<file path="config.mk">
export PLATFORM = sky130hd
export DESIGN_NAME = sync_word_frame_deframer_unit
export DESIGN_NICKNAME = d
export VERILOG_FILES = /design/src/hdl/swfd_pkg.sv /design/src/hdl/swfd_buf.sv /design/src/hdl/swfd_seq.sv /design/src/hdl/sync_word_frame_deframer_unit.sv
export SDC_FILE = /design/constraint.sdc
export NUM_CORES = 1
export LEC_CHECK = 0
export BUFFER_PORTS_ARGS = -buffer_cell sky130_fd_sc_hd__clkbuf_2
export CORE_MARGIN = 2
export CORE_UTILIZATION = 50
export CTS_CLUSTER_SIZE = 40
export DETAILED_ROUTE_END_ITERATION = 6
export PLACE_DENSITY_LB_ADDON = 0.25
export SETUP_SLACK_MARGIN = 0.2
export SKIP_LAST_GASP = 1
export SLEW_MARGIN = 10
export SYNTH_ARGS = -nofsm -noshare
export SYNTH_HDL_FRONTEND = slang
export SYNTH_SLANG_ARGS = --single-unit
</file>
<file path="constraint.sdc">
create_clock -name clk -period 4.12 [get_ports clk]
set_clock_uncertainty 0.2 [all_clocks]
set_input_delay 0.412 -clock clk [delete_from_list [all_inputs] [get_ports clk]]
set_output_delay 0.412 -clock clk [all_outputs]
set_load 0.02 [all_outputs]
</file>
<file path="src/hdl/swfd_pkg.sv">
// Shared types and constants for the sync-word frame deframer.
// No dependencies; used by every module in hdl/.
`timescale 1ns / 1ps

package swfd_pkg;

	// sync word 0x55AA arrives low byte first: 0xAA, then 0x55
	localparam logic [7:0] SYNC_LO = 8'hAA;
	localparam logic [7:0] SYNC_HI = 8'h55;

	localparam int NUM_CHANNELS_DEF = 8;
	localparam int RESULT_CAP       = 8;
	localparam int IDX_W            = 3;
	localparam int VAL_W            = 16;

	typedef enum logic [2:0] {
		ST_IDLE,
		ST_SCAN,
		ST_SHIFT,
		ST_LO,
		ST_HI,
		ST_PUT
	} seq_state_t;

	// buffer port strobes
	typedef struct packed {
		logic wr_en;
		logic rd_en;
	} mem_ctl_t;

	// one decoded channel word
	typedef struct packed {
		logic             last;
		logic [VAL_W-1:0] value;
		logic [IDX_W-1:0] index;
	} chan_word_t;

endpackage

</file>
<file path="src/hdl/swfd_buf.sv">
// Frame byte buffer: one write port, one read port with registered data.
// Depends on swfd_pkg.
`timescale 1ns / 1ps

module swfd_buf #(
	parameter int DEPTH = 18,
	parameter int AW    = 5
) (
	input  logic               clk,
	input  swfd_pkg::mem_ctl_t ctl,
	input  logic [AW-1:0]      wr_addr,
	input  logic [7:0]         wr_data,
	input  logic [AW-1:0]      rd_addr,
	output logic [7:0]         rd_data
);
	import swfd_pkg::*;

	logic [7:0] mem [DEPTH];

	always_ff @(posedge clk) begin
		if (ctl.wr_en) begin
			mem[wr_addr] <= wr_data;
		end
	end

	// read data holds until the next read
	always_ff @(posedge clk) begin
		if (ctl.rd_en) begin
			rd_data <= mem[rd_addr];
		end
	end

endmodule

</file>
<file path="src/hdl/swfd_seq.sv">
// Sequencer: byte append, sync scan with one shared byte comparator,
// tail shift and channel readout over the single buffer read port.
// Depends on swfd_pkg.
`timescale 1ns / 1ps

module swfd_seq #(
	parameter int NUM_CHANNELS = swfd_pkg::NUM_CHANNELS_DEF,
	parameter int FRAME_BYTES  = 2 + 2 * NUM_CHANNELS,
	parameter int AW           = $clog2(FRAME_BYTES),
	parameter int EMIT_N       = 8
) (
	input  logic                 clk,
	input  logic                 arst_n,
	input  logic                 in_valid,
	output logic                 in_ready,
	input  logic [7:0]           in_byte,
	input  logic                 out_free,
	output logic                 out_load,
	output swfd_pkg::chan_word_t out_word,
	output swfd_pkg::mem_ctl_t   mem_ctl,
	output logic [AW-1:0]        wr_addr,
	output logic [7:0]           wr_data,
	output logic [AW-1:0]        rd_addr,
	input  logic [7:0]           rd_data
);
	import swfd_pkg::*;

	localparam logic [AW-1:0]    LAST   = AW'(FRAME_BYTES - 1);
	localparam logic [IDX_W-1:0] K_LAST = IDX_W'(EMIT_N - 1);

	seq_state_t       state_q, state_n;
	logic [AW-1:0]    fill_q, fill_n;
	logic [AW-1:0]    idx_q, idx_n;
	logic [AW-1:0]    pos_q, pos_n;
	logic [IDX_W-1:0] k_q, k_n;
	logic [7:0]       prev_q, prev_n;
	logic [7:0]       lo_q, lo_n;
	logic             rd_vld_s1, rd_shift_s1;
	logic [AW-1:0]    rd_addr_s1;
	logic [4:0]       lo_full, hi_full;
	logic             sync_hit;

	assign lo_full  = {1'b0, k_q, 1'b0} + 5'd2;
	assign hi_full  = lo_full + 5'd1;
	// shared comparator: previous byte and current byte against the sync pair
	assign sync_hit = (prev_q == SYNC_LO) && (rd_data == SYNC_HI);

	always_ff @(posedge clk or negedge arst_n) begin
		if (!arst_n) begin
			state_q     <= ST_IDLE;
			fill_q      <= '0;
			k_q         <= '0;
			rd_vld_s1   <= 1'b0;
			rd_shift_s1 <= 1'b0;
		end else begin
			state_q     <= state_n;
			fill_q      <= fill_n;
			k_q         <= k_n;
			rd_vld_s1   <= mem_ctl.rd_en;
			rd_shift_s1 <= mem_ctl.rd_en && (state_q == ST_SHIFT);
		end
	end

	always_ff @(posedge clk) begin
		idx_q      <= idx_n;
		pos_q      <= pos_n;
		prev_q     <= prev_n;
		lo_q       <= lo_n;
		rd_addr_s1 <= rd_addr;
	end

	always_comb begin
		state_n     = state_q;
		fill_n      = fill_q;
		idx_n       = idx_q;
		pos_n       = pos_q;
		k_n         = k_q;
		prev_n      = prev_q;
		lo_n        = lo_q;
		in_ready    = 1'b0;
		out_load    = 1'b0;
		out_word    = '{last: (k_q == K_LAST), value: {rd_data, lo_q}, index: k_q};
		mem_ctl     = '0;
		wr_addr     = fill_q;
		wr_data     = in_byte;
		rd_addr     = idx_q;

		case (state_q)
			ST_IDLE: begin
				in_ready = 1'b1;
				if (in_valid) begin
					mem_ctl.wr_en = 1'b1;
					if (fill_q == LAST) begin
						idx_n   = '0;
						state_n = ST_SCAN;
					end else begin
						fill_n = fill_q + 1'b1;
					end
				end
			end

			ST_SCAN: begin
				mem_ctl.rd_en = 1'b1;
				if (idx_q != LAST) begin
					idx_n = idx_q + 1'b1;
				end
				if (rd_vld_s1) begin
					prev_n = rd_data;
					if (rd_addr_s1 != '0 && sync_hit) begin
						if (rd_addr_s1 == AW'(1)) begin
							k_n     = '0;
							state_n = ST_LO;
						end else begin
							pos_n   = rd_addr_s1 - 1'b1;
							idx_n   = rd_addr_s1 - 1'b1;
							state_n = ST_SHIFT;
						end
					end else if (rd_addr_s1 == LAST) begin
						// no sync pair: keep only the last byte
						pos_n   = LAST;
						idx_n   = LAST;
						state_n = ST_SHIFT;
					end
				end
			end

			ST_SHIFT: begin
				mem_ctl.rd_en = 1'b1;
				if (idx_q != LAST) begin
					idx_n = idx_q + 1'b1;
				end
				if (rd_vld_s1 && rd_shift_s1) begin
					mem_ctl.wr_en = 1'b1;
					wr_addr       = rd_addr_s1 - pos_q;
					wr_data       = rd_data;
					if (rd_addr_s1 == LAST) begin
						fill_n  = wr_addr + 1'b1;
						state_n = ST_IDLE;
					end
				end
			end

			ST_LO: begin
				mem_ctl.rd_en = 1'b1;
				rd_addr       = AW'(lo_full);
				state_n       = ST_HI;
			end

			ST_HI: begin
				mem_ctl.rd_en = 1'b1;
				rd_addr       = AW'(hi_full);
				lo_n          = rd_data;
				state_n       = ST_PUT;
			end

			ST_PUT: begin
				if (out_free) begin
					out_load = 1'b1;
					if (k_q == K_LAST) begin
						fill_n  = '0;
						state_n = ST_IDLE;
					end else begin
						k_n     = k_q + 1'b1;
						state_n = ST_LO;
					end
				end
			end

			default: begin
				state_n = ST_IDLE;
			end
		endcase
	end

endmodule

</file>
<file path="src/hdl/sync_word_frame_deframer_unit.sv">
// A byte that does not complete a frame is taken while s_tready stays high.
// A completed frame with the sync word at its head: a scan, then per word two buffer reads
// and a load, for min(NUM_CHANNELS,8) words; a load waits while the output slot is full.
// A completed frame without sync at its head: scan and tail shift, both set by the single
// buffer read port; with no sync pair at all only the last byte is kept.
// Async reset empties the buffer count and output reg.
`timescale 1ns / 1ps

// Top level: byte stream in, decoded channel words out.
// Depends on swfd_pkg, swfd_buf and swfd_seq.
module sync_word_frame_deframer_unit #(
	parameter int NUM_CHANNELS = swfd_pkg::NUM_CHANNELS_DEF
) (
	input  logic        clk,
	input  logic        arst_n,
	// received byte stream
	input  logic        s_tvalid,
	output logic        s_tready,
	input  logic [7:0]  s_tdata,   // [7:0] rx_byte
	// decoded channel words
	output logic        m_tvalid,
	input  logic        m_tready,
	output logic [23:0] m_tdata,   // [2:0] channel_index, [18:3] channel_value, [23:19] zero
	output logic        m_tlast    // last_channel
);
	import swfd_pkg::*;

	// frame = 2 sync bytes + 2 bytes per channel
	localparam int FRAME_BYTES = 2 + 2 * NUM_CHANNELS;
	localparam int AW          = $clog2(FRAME_BYTES);
	// at most eight words leave per frame
	localparam int EMIT_N      = (NUM_CHANNELS < RESULT_CAP) ? NUM_CHANNELS : RESULT_CAP;

	mem_ctl_t   mem_ctl;
	logic [AW-1:0] wr_addr, rd_addr;
	logic [7:0] wr_data, rd_data;
	logic       out_free, out_load;
	chan_word_t out_word;

	// output word register
	logic       m_tvalid_q;
	chan_word_t word_q;

	swfd_buf #(
		.DEPTH (FRAME_BYTES),
		.AW    (AW)
	) u_buf (
		.clk     (clk),
		.ctl     (mem_ctl),
		.wr_addr (wr_addr),
		.wr_data (wr_data),
		.rd_addr (rd_addr),
		.rd_data (rd_data)
	);

	swfd_seq #(
		.NUM_CHANNELS (NUM_CHANNELS),
		.FRAME_BYTES  (FRAME_BYTES),
		.AW           (AW),
		.EMIT_N       (EMIT_N)
	) u_seq (
		.clk      (clk),
		.arst_n   (arst_n),
		.in_valid (s_tvalid),
		.in_ready (s_tready),
		.in_byte  (s_tdata),
		.out_free (out_free),
		.out_load (out_load),
		.out_word (out_word),
		.mem_ctl  (mem_ctl),
		.wr_addr  (wr_addr),
		.wr_data  (wr_data),
		.rd_addr  (rd_addr),
		.rd_data  (rd_data)
	);

	// slot is free when empty or being drained this cycle
	assign out_free = !m_tvalid_q || m_tready;

	always_ff @(posedge clk or negedge arst_n) begin
		if (!arst_n) begin
			m_tvalid_q <= 1'b0;
		end else if (out_load) begin
			m_tvalid_q <= 1'b1;
		end else if (m_tready) begin
			m_tvalid_q <= 1'b0;
		end
	end

	always_ff @(posedge clk) begin
		if (out_load) begin
			word_q <= out_word;
		end
	end

	assign m_tvalid = m_tvalid_q;
	assign m_tdata  = {5'b0, word_q.value, word_q.index};
	assign m_tlast  = word_q.last;

	// words are only produced while the input side is held off
	a_load_busy: assert property (@(posedge clk) disable iff (!arst_n)
		out_load |-> !s_tready)
		else $error("word loaded while input ready");

	// a pending word is never overwritten
	a_no_overwrite: assert property (@(posedge clk) disable iff (!arst_n)
		out_load |-> (!m_tvalid || m_tready))
		else $error("output word overwritten");

	// the frame-ending word carries the final channel index
	a_last_index: assert property (@(posedge clk) disable iff (!arst_n)
		(m_tvalid && m_tlast) |-> (m_tdata[2:0] == 3'(EMIT_N - 1)))
		else $error("tlast on wrong channel index");

endmodule
</file>
==> results of run 1 <==
[through the flow]
step / setup WS (ps) / total power, uW / utilization [%] / area, um^2 / hold slack [ps]
after floorplan: 971.2 / 5607 / - / 9515 / -83.59
after global placement: 579.4 / 6399 / 52.82 / 9879 / 151.9
after detailed placement: 437.0 / 6476 / 52.82 / 9879 / 156.2
after CTS: 415.8 / 8389 / 56.62 / 10590 / 22.75
after global routing: 224.0 / 8793 / 56.63 / 10590 / 47.63
final: 432.6 / 8357 / 56.63 / 10590 / 44.29
[cell type report]
type / instances / area (um^2) / share of cell area (%)
clock buffers: 27 / 569.3 / 5.374
clock inverters: 13 / 131.4 / 1.240
inverters: 19 / 72.57 / 0.6851
multi-input cells: 386 / 2875 / 27.14
flip-flops and latches: 217 / 6396 / 60.38
well taps: 234 / 292.8 / 2.764
repair buffers: 43 / 255.2 / 2.410
[placed cells by master, fill, tap and decap left out, types with 8 or more instances in the layout]
cell and instances:
clkbuf_2 33, o21ai_0 14, clkbuf_16 22, nor2_1 42, a211oi_1 8, nor2b_1 14
nand2_1 44, dfrtp_1 14, a221oi_1 8, nor3_1 14, edfxtp_1 198, buf_4 8
mux2i_1 114, inv_1 18, xnor2_1 10, a21oi_1 16, nand3_1 8, ha_1 12
[worst max-delay path: cells and delay by family (launching register included)]
kind / cells / cell delay (ps)
buffers and inverters: 1 / 200
multiplexers: 1 / 380
AND/OR/NAND/NOR: 4 / 1990
flip-flops: 1 / 560
[power by group]
part | total [uW] | internal, uW | switching [uW]
Clock | 1910 | 1120 | 790
Sequential | 3150 | 2880 | 273
Combinational | 3300 | 1340 | 1970
[layer usage]
| layer | GRT usage [%] | vias to the layer above | wire, um |
|---|---|---|---|
| met5 | 0 | - | 0 |
| met4 | 6.000 | 0 | 536 |
| met3 | 3.476 | 39 | 1285 |
| met2 | 33.83 | 211 | 9443 |
| met1 | 27.61 | 2659 | 8643 |
| li1 | - | 2530 | - |
[timing repair]
| action | in CTS | in global routing |
|---|---|---|
| setup endpoints to repair | 0 | 8 |
| resized for setup | 0 | 1 |
| hold buffers | 1 | 0 |
| endpoints found under the hold margin | 14 | 0 |
[flip-flops by register name (all words and copies together) (netlist names)]
| signal | flops |
|---|---|
| u_seq.k_q | 3 |
| u_seq.rd_vld_s1 | 1 |
| u_seq.pos_q | 5 |
| m_tlast | 1 |
| u_seq.state_q | 3 |
| u_buf.rd_data | 8 |
| u_seq.rd_addr_s1 | 5 |
| u_seq.idx_q | 5 |
| u_seq.fill_q | 5 |
| u_seq.rd_shift_s1 | 1 |
| u_seq.prev_q | 8 |
| m_tvalid | 1 |
| u_seq.lo_q | 8 |
| m_tdata | 19 |
| u_buf.mem | 144 |
[worst paths after layout]
kind,startpoint,end,slack (ps),depth (start not counted)
worst max-delay path,u_seq.state_q[1]$_DFFE_PN0P_,u_buf.mem[12][4]$_DFFE_PP_,430,6
worst min-delay path,m_tready,m_tvalid$_DFFE_PN0P_,40,3
worst max register to register,u_seq.state_q[1]$_DFFE_PN0P_,u_buf.mem[12][4]$_DFFE_PP_,430,6
worst min register to register,u_seq.lo_q[1]$_DFFE_PN_,m_tdata[4]$_DFFE_PP_,220,0
max in group asynchronous,arst_n,u_seq.k_q[1]$_DFFE_PN0P_,3250,2
min in group asynchronous,arst_n,u_seq.state_q[0]$_DFFE_PN0P_,180,2
[cell families after synthesis]
kind of cell               share of synthesized area [%]
buffers and inverters                              2.845
xor gates and xnor gates                           1.198
adders and majority gates                          1.791
and+or+nand+nor                                    7.915
other                                            0.03947
AOI/OAI and AO/OA                                  6.164
DFF                                                67.33
muxes                                              12.72
==> out/metrics.yaml, run 1 <==
status:
  status: "completed"
global_routing:
  grt_pass1_wl_mm: 30.78
  grt_max_degree: 66
  grt_pass1_vias: 5389
  track_usage_pct: 20.28
  antenna_found_initial: 0
  overflow: 0
clocking:
  cts_tree: "done"
  clkSinkCount: 217
  ctsRootBufferMaster: "clkbuf_16"
  path_clk_slew_ps: 60
  cts_setup_buffers: 0
  clock_latency_ps: 500
  cts.path.max_buffers: 3
  h-tree-depth: 1
  cts_buffers: 22
timing:
  grt_setup_unrepaired: "no"
  fin_crit_sh_pct: 89.50
  worst_pin_slew_ps: 940.9
  fin_tns_setup_ps: 0
  setup_viol: 0
  fin_crit_ps: 3687
  hold_viol: 0
  slew_violations: 0
  slew_headroom_pct: 37.12
  fmax_ghz: 0.2712
hold_path:
  hp-class: "input port to flip-flop"
die:
  die_y_um: 141.8
  core_area_um2: 18710
  pin_count: 39
  dieWidth_um: 141.8
  fp-row-count: 50
  die_area_um2: 20120
  start_util_pct: 50.79
setup_path:
  cp-start-kind: "flip-flop"
  cp.arrival_ps: 3630
  max_stage_delay_ps: 560
  end_kind: "flip-flop"
  cpMostUsedCell: "or3b_1"
  path_max_fanout: 14
  path_class: "flip-flop to flip-flop"
  path_cells: "or3b_1, clkinv_2, and3_2, mux2i_1, or3b_1, nor2_1"
  required_ps: 4060
  critPathSlowestCell: "dfrtp_1"
finish:
  fin_cells: 939
  fill_cells: 1453
  n_antenna_cell: 0
  final_nets: 714
  final_layout_size_suffix_gt1_share_pct: 12.77
  syn_to_final_growth_pct: 11.50
yosys:
  netlist_top_cells_count: "198 x edfxtp_1, 114 x mux2i_1, 44 x nand2_1, 43 x nor2_1, 18 x inv_1"
  yosysWarnings: 0
  synth-edff-count: 198
  synth_top_area_share_pct: 62.58
  syn_inst: 652
  synth_area_leaders: "edfxtp_1 63%, mux2i_1 12%, dfrtp_1 3.7%, nand2_1 1.7%, nor2_1 1.7%"
  yosysTopAreaCell: "edfxtp_1"
  synth_area_um2: 9500
  seq_area_frac_synth_pct: 67.33
  yosysMostFrequentCell: "edfxtp_1"
  synth_flop_cell: "edfxtp_1"
  synth.distinct_cells: 61
  synth_area_per_cell_um2: 14.57
  async_reset_ff_share_pct: 6.452
  synth-seq-cells: 217
placement:
  io_buffers: 33
  gp_congestion: 0.8620
  dp_cells: 898
  hpwl_mm: 13.61
power_and_ir_drop:
  p_leak_uw: 0.004092
  irDropWorstVdd_mv: 0.4572
  pwr_density_cell_nw_per_um2: 789.0
drt:
  first_pass_iters: 5
  drt_iter0_markers: 425
  via_count: 5439
  via_per_inst: 5.792
  ant_nets: 0
  post_drt_wl_per_cell_um: 21.20
  drcViolationCount: 0
  routed_wl_mm: 19.91
run:
  cap_viol_max_count: 0
No activity file was read; power rests on OpenSTA's default activity.
==> run 2: changes to the inputs <==
Settings changed: CTS_CLUSTER_DIAMETER from default to 80, RECOVER_POWER from default to 50, REMOVE_ABC_BUFFERS from default to 1.
==> out/metrics.yaml, run 2 (synthesis results as in run 1) <==
placement:
  gp_congestion: 0.8673
  io_buffers: 33
  dp_cells: 898
  hpwl_mm: 13.13
timing:
  slew_violations: 0
  fin_tns_setup_ps: 0
  worst_hold_slack_ps: 50.89
  grt_setup_unrepaired: "no"
  setup_viol: 0
  fin_crit_sh_pct: 89.08
  slew_headroom_pct: 32.21
  fmax_ghz: 0.2725
  worst_pin_slew_ps: 1014
  hold_viol: 0
  fin_crit_ps: 3670
finish:
  n_antenna_cell: 0
  final_cell_mix: "198 x edfxtp_1, 114 x mux2i_1, 44 x nand2_1"
  fin_cells: 915
  utilization_pct: 54.60
  largest_reg_flops: 144
  final_nets: 702
  largest_register: "u_buf.mem"
  syn_to_final_growth_pct: 7.494
  final_layout_size_suffix_gt1_share_pct: 6.461
  final_common_cell: "edfxtp_1"
clocking:
  path_clk_slew_ps: 120
  cts.path.max_buffers: 3
  ctsRootBufferMaster: "clkbuf_16"
  cts_tree: "done"
  clkSinkCount: 217
  clock_latency_ps: 480
  cts_buffers: 10
  h-tree-depth: 1
  ctsResizeCount: 0
drt:
  via_count: 5372
  drt_iter0_markers: 439
  via_per_inst: 5.871
  post_drt_wl_per_cell_um: 21.39
  ant_nets: 0
  first_pass_iters: 5
  drcViolationCount: 0
  routed_wl_mm: 19.57
power_and_ir_drop:
  irDropWorstVdd_mv: 0.7999
  p_seq_share_pct: 40.8
  p_int_uw: 4729
  p_leak_uw: 0.003832
  netSwitchingFraction_pct: 38.40
  pwr-share-clk_pct: 16.0
  pwr_density_cell_nw_per_um2: 751.7
  p_sw_uw: 2948
  p_comb_share_pct: 43.3
run:
  cap_viol_max_count: 0
setup_path:
  critPathSlowestCell: "or3b_1"
  cp.arrival_ps: 3590
  cpMostUsedCell: "or3b_1"
  path_max_fanout: 12
  path_class: "flip-flop to flip-flop"
  required_ps: 4040
  crit_family: "simple AND/OR/NAND/NOR gates"
  max_stage_delay_ps: 560
  end_kind: "flip-flop"
  cp-start-kind: "flip-flop"
  crit_buf_inv: 1
  path_cells: "or3b_1, clkinvlp_2, and3_2, mux2i_1, or3b_1, nor2_1"
die:
  dieWidth_um: 141.8
  core_area_um2: 18710
  die_area_um2: 20120
  start_util_pct: 50.79
  fp-row-count: 50
  pin_count: 39
  die_y_um: 141.8
global_routing:
  grt_pass1_vias: 5171
  track_usage_pct: 19.64
  grt_pass1_wl_mm: 29.72
  grt_max_degree: 82
  antenna_found_initial: 0
  overflow: 0
status:
  status: "completed"
hold_path:
  hp-class: "input port to flip-flop"
==> run 2: through the flow <==
step / total power, uW / setup WS, ps / area, um^2
final: 7677 / 450.1 / 10210
after global routing: 8106 / 206.4 / 10210
after CTS: 7727 / 464.8 / 10260
after detailed placement: 6518 / 503.4 / 9892
after global placement: 6444 / 615.9 / 9892
after floorplan: 5459 / -2993 / 9318
==> run 2: layer usage <==
metal | global-route usage (%) | vias to the layer above | share of wire, %
met2 | 32.06 | 206 | 47
met4 | 4.474 | 0 | 1.7
met1 | 28.51 | 2661 | 45
li1 | - | 2485 | -
met5 | 0 | - | 0
met3 | 2.531 | 20 | 6.2
==> run 2: area by class of cell <==
type	count	area (um^2)
Fill cell	1468	8493
Multi-Input combinational cell	386	2873
Clock buffer	11	275.3
Sequential cell	217	6396
Clock inverter	5	78.83
Timing Repair Buffer	43	224.0
Inverter	19	72.57
Tap cell	234	292.8
==> run 2: power by group through the flow <==
stage	registers, uW	logic (uW)	clock network [uW]
3_5_place_dp	3180	3340	0
2_1_floorplan	3150	2310	0
3_3_place_gp	3160	3290	0
6_report	3130	3320	1230
5_1_grt	3170	3620	1320
4_1_cts	3130	3350	1250
==> run 2: tightest hold or removal path, cell delays in order <==
cell and delay, ps:
clkbuf_2 100, nand2b_1 130, nand2_1 50
==> run 2: path summary, 6_finish.rpt <==
kind,start,end,slack (ps),depth (start not counted)
min in group asynchronous,arst_n,u_seq.fill_q[0]$_DFFE_PN0P_,380,2
max,u_seq.state_q[2]$_DFFE_PN0P_,u_buf.mem[15][2]$_DFFE_PP_,450,6
min reg2reg,u_seq.lo_q[1]$_DFFE_PN_,m_tdata[4]$_DFFE_PP_,220,0
min,m_tready,m_tvalid$_DFFE_PN0P_,50,3
max in group asynchronous,arst_n,u_seq.rd_vld_s1$_DFF_PN0_,2750,2
max reg2reg,u_seq.state_q[2]$_DFFE_PN0P_,u_buf.mem[15][2]$_DFFE_PP_,450,6
==> run 2: repair_timing <==
action / CTS / global route
buffers inserted: 0 / 0
hold buffers: 1 / 0
endpoints found under the hold margin: 14 / 0
endpoints found under the setup margin: 0 / 0
==> run 3: changes to the inputs <==
Clock period 4.12 ns to 4.7 ns, I/O delays scaled along.
==> out/metrics.yaml, run 3 (synthesis results as in run 1) <==
finish:
  largest_register: "u_buf.mem"
  final_nets: 700
  n_antenna_cell: 0
  largest_reg_flops: 144
  fin_cells: 913
  final_common_cell: "edfxtp_1"
  final_cell_mix: "198 x edfxtp_1, 114 x mux2i_1, 44 x nand2_1"
  final_layout_size_suffix_gt1_share_pct: 6.038
  syn_to_final_growth_pct: 7.059
power_and_ir_drop:
  netSwitchingFraction_pct: 38.54
  pwr-share-clk_pct: 16.0
  irDropWorstVdd_mv: 0.4008
  p_sw_uw: 2581
  p_comb_share_pct: 42.7
  pwr_density_cell_nw_per_um2: 658.5
  p_leak_uw: 0.003818
  p_seq_share_pct: 41.3
  p_int_uw: 4116
timing:
  worst_hold_slack_ps: 116.5
  slew_headroom_pct: 33.74
  fin_tns_setup_ps: 0
  hold_viol: 0
  worst_pin_slew_ps: 993.9
  fin_crit_ps: 3920
  setup_viol: 0
  fin_crit_sh_pct: 83.40
  grt_setup_unrepaired: "no"
  fmax_ghz: 0.2551
  slew_violations: 0
run:
  cap_viol_max_count: 0
placement:
  io_buffers: 33
  dp_cells: 896
  gp_congestion: 0.8745
  hpwl_mm: 13.51
die:
  core_area_um2: 18710
  pin_count: 39
  die_y_um: 141.8
  dieWidth_um: 141.8
  die_area_um2: 20120
  fp-row-count: 50
  start_util_pct: 50.79
setup_path:
  path_max_fanout: 14
  end_kind: "flip-flop"
  cp-start-kind: "flip-flop"
  required_ps: 4610
  cp.arrival_ps: 3830
  path_class: "flip-flop to flip-flop"
drt:
  drt_iter0_markers: 427
  routed_wl_mm: 19.77
  drcViolationCount: 0
  ant_nets: 0
  first_pass_iters: 5
  via_per_inst: 5.924
  via_count: 5409
  post_drt_wl_per_cell_um: 21.65
clocking:
  ctsRootBufferMaster: "clkbuf_16"
  cts.path.max_buffers: 3
  cts_tree: "done"
  cts_setup_buffers: 0
  ctsResizeCount: 0
  path_clk_slew_ps: 120
  clkSinkCount: 217
  holdBufCountCts: 1
  cts_buffers: 10
  h-tree-depth: 1
  clock_latency_ps: 480
global_routing:
  grt_pass1_vias: 5357
  grt_pass1_wl_mm: 30.44
  antenna_found_initial: 0
  track_usage_pct: 20.00
  grt_max_degree: 57
  overflow: 0
hold_path:
  hp-class: "input port to flip-flop"
status:
  status: "completed"
[run 3: cell type report]
cell class,instances,area [um^2]
multi-input cells,386,2859
inverters,19,72.57
fillers,1493,8534
repair buffers,41,197.7
flip-flops and latches,217,6396
clock buffers,12,279.0
well taps,234,292.8
clock inverters,4,73.82
[run 3: worst paths after layout]
kind                                              start                          end  slack (ps)  depth (start not counted)
min                                            m_tready         m_tvalid$_DFFE_PN0P_         120                          3
min in group asynchronous                        arst_n  u_seq.fill_q[1]$_DFFE_PN0P_         420                          2
max                        u_seq.state_q[1]$_DFFE_PN0P_   u_buf.mem[14][7]$_DFFE_PP_         780                          6
max reg2reg                u_seq.state_q[1]$_DFFE_PN0P_   u_buf.mem[14][7]$_DFFE_PP_         780                          6
min reg2reg                     u_seq.lo_q[2]$_DFFE_PN_         m_tdata[5]$_DFFE_PP_         230                          0
max in group asynchronous                        arst_n  u_seq.rd_shift_s1$_DFF_PN0_        3310                          2
[run 3: worst max-delay path, stage by stage (launching register included)]
cell	delay, ps
dfrtp_1	600
or3b_1	560
clkinvlp_2	330
and3_2	400
mux2i_1	380
or3b_1	520
nor2_1	560
[run 3: power groups by stage]
stage / sequential (uW) / combinational [uW] / clock (uW)
finish: 2760 / 2860 / 1070
global route: 2800 / 3100 / 1160
CTS: 2760 / 2890 / 1100
detailed placement: 2800 / 2880 / 0
global placement: 2790 / 2820 / 0
floorplan: 2760 / 2090 / 0
[run 3: routing by layer]
metal  routed length (um)  track usage, %  vias up
met5                    0               0        -
met2                 9564           33.39      194
met3                 1041           2.362       31
li1                     -               -     2483
met4                  385           4.632        0
met1                 8775           28.47     2701
[run 3: through the flow]
step / utilization [%] / setup slack (ps) / area (um^2) / power (uW)
2_1_floorplan: - / -2413 / 9318 / 4850
3_3_place_gp: 52.74 / 1116 / 9864 / 5607
3_5_place_dp: 52.74 / 1002 / 9864 / 5688
4_1_cts: 54.68 / 970.7 / 10230 / 6751
5_1_grt: 54.37 / 544.2 / 10170 / 7069
6_report: 54.37 / 780.4 / 10170 / 6697
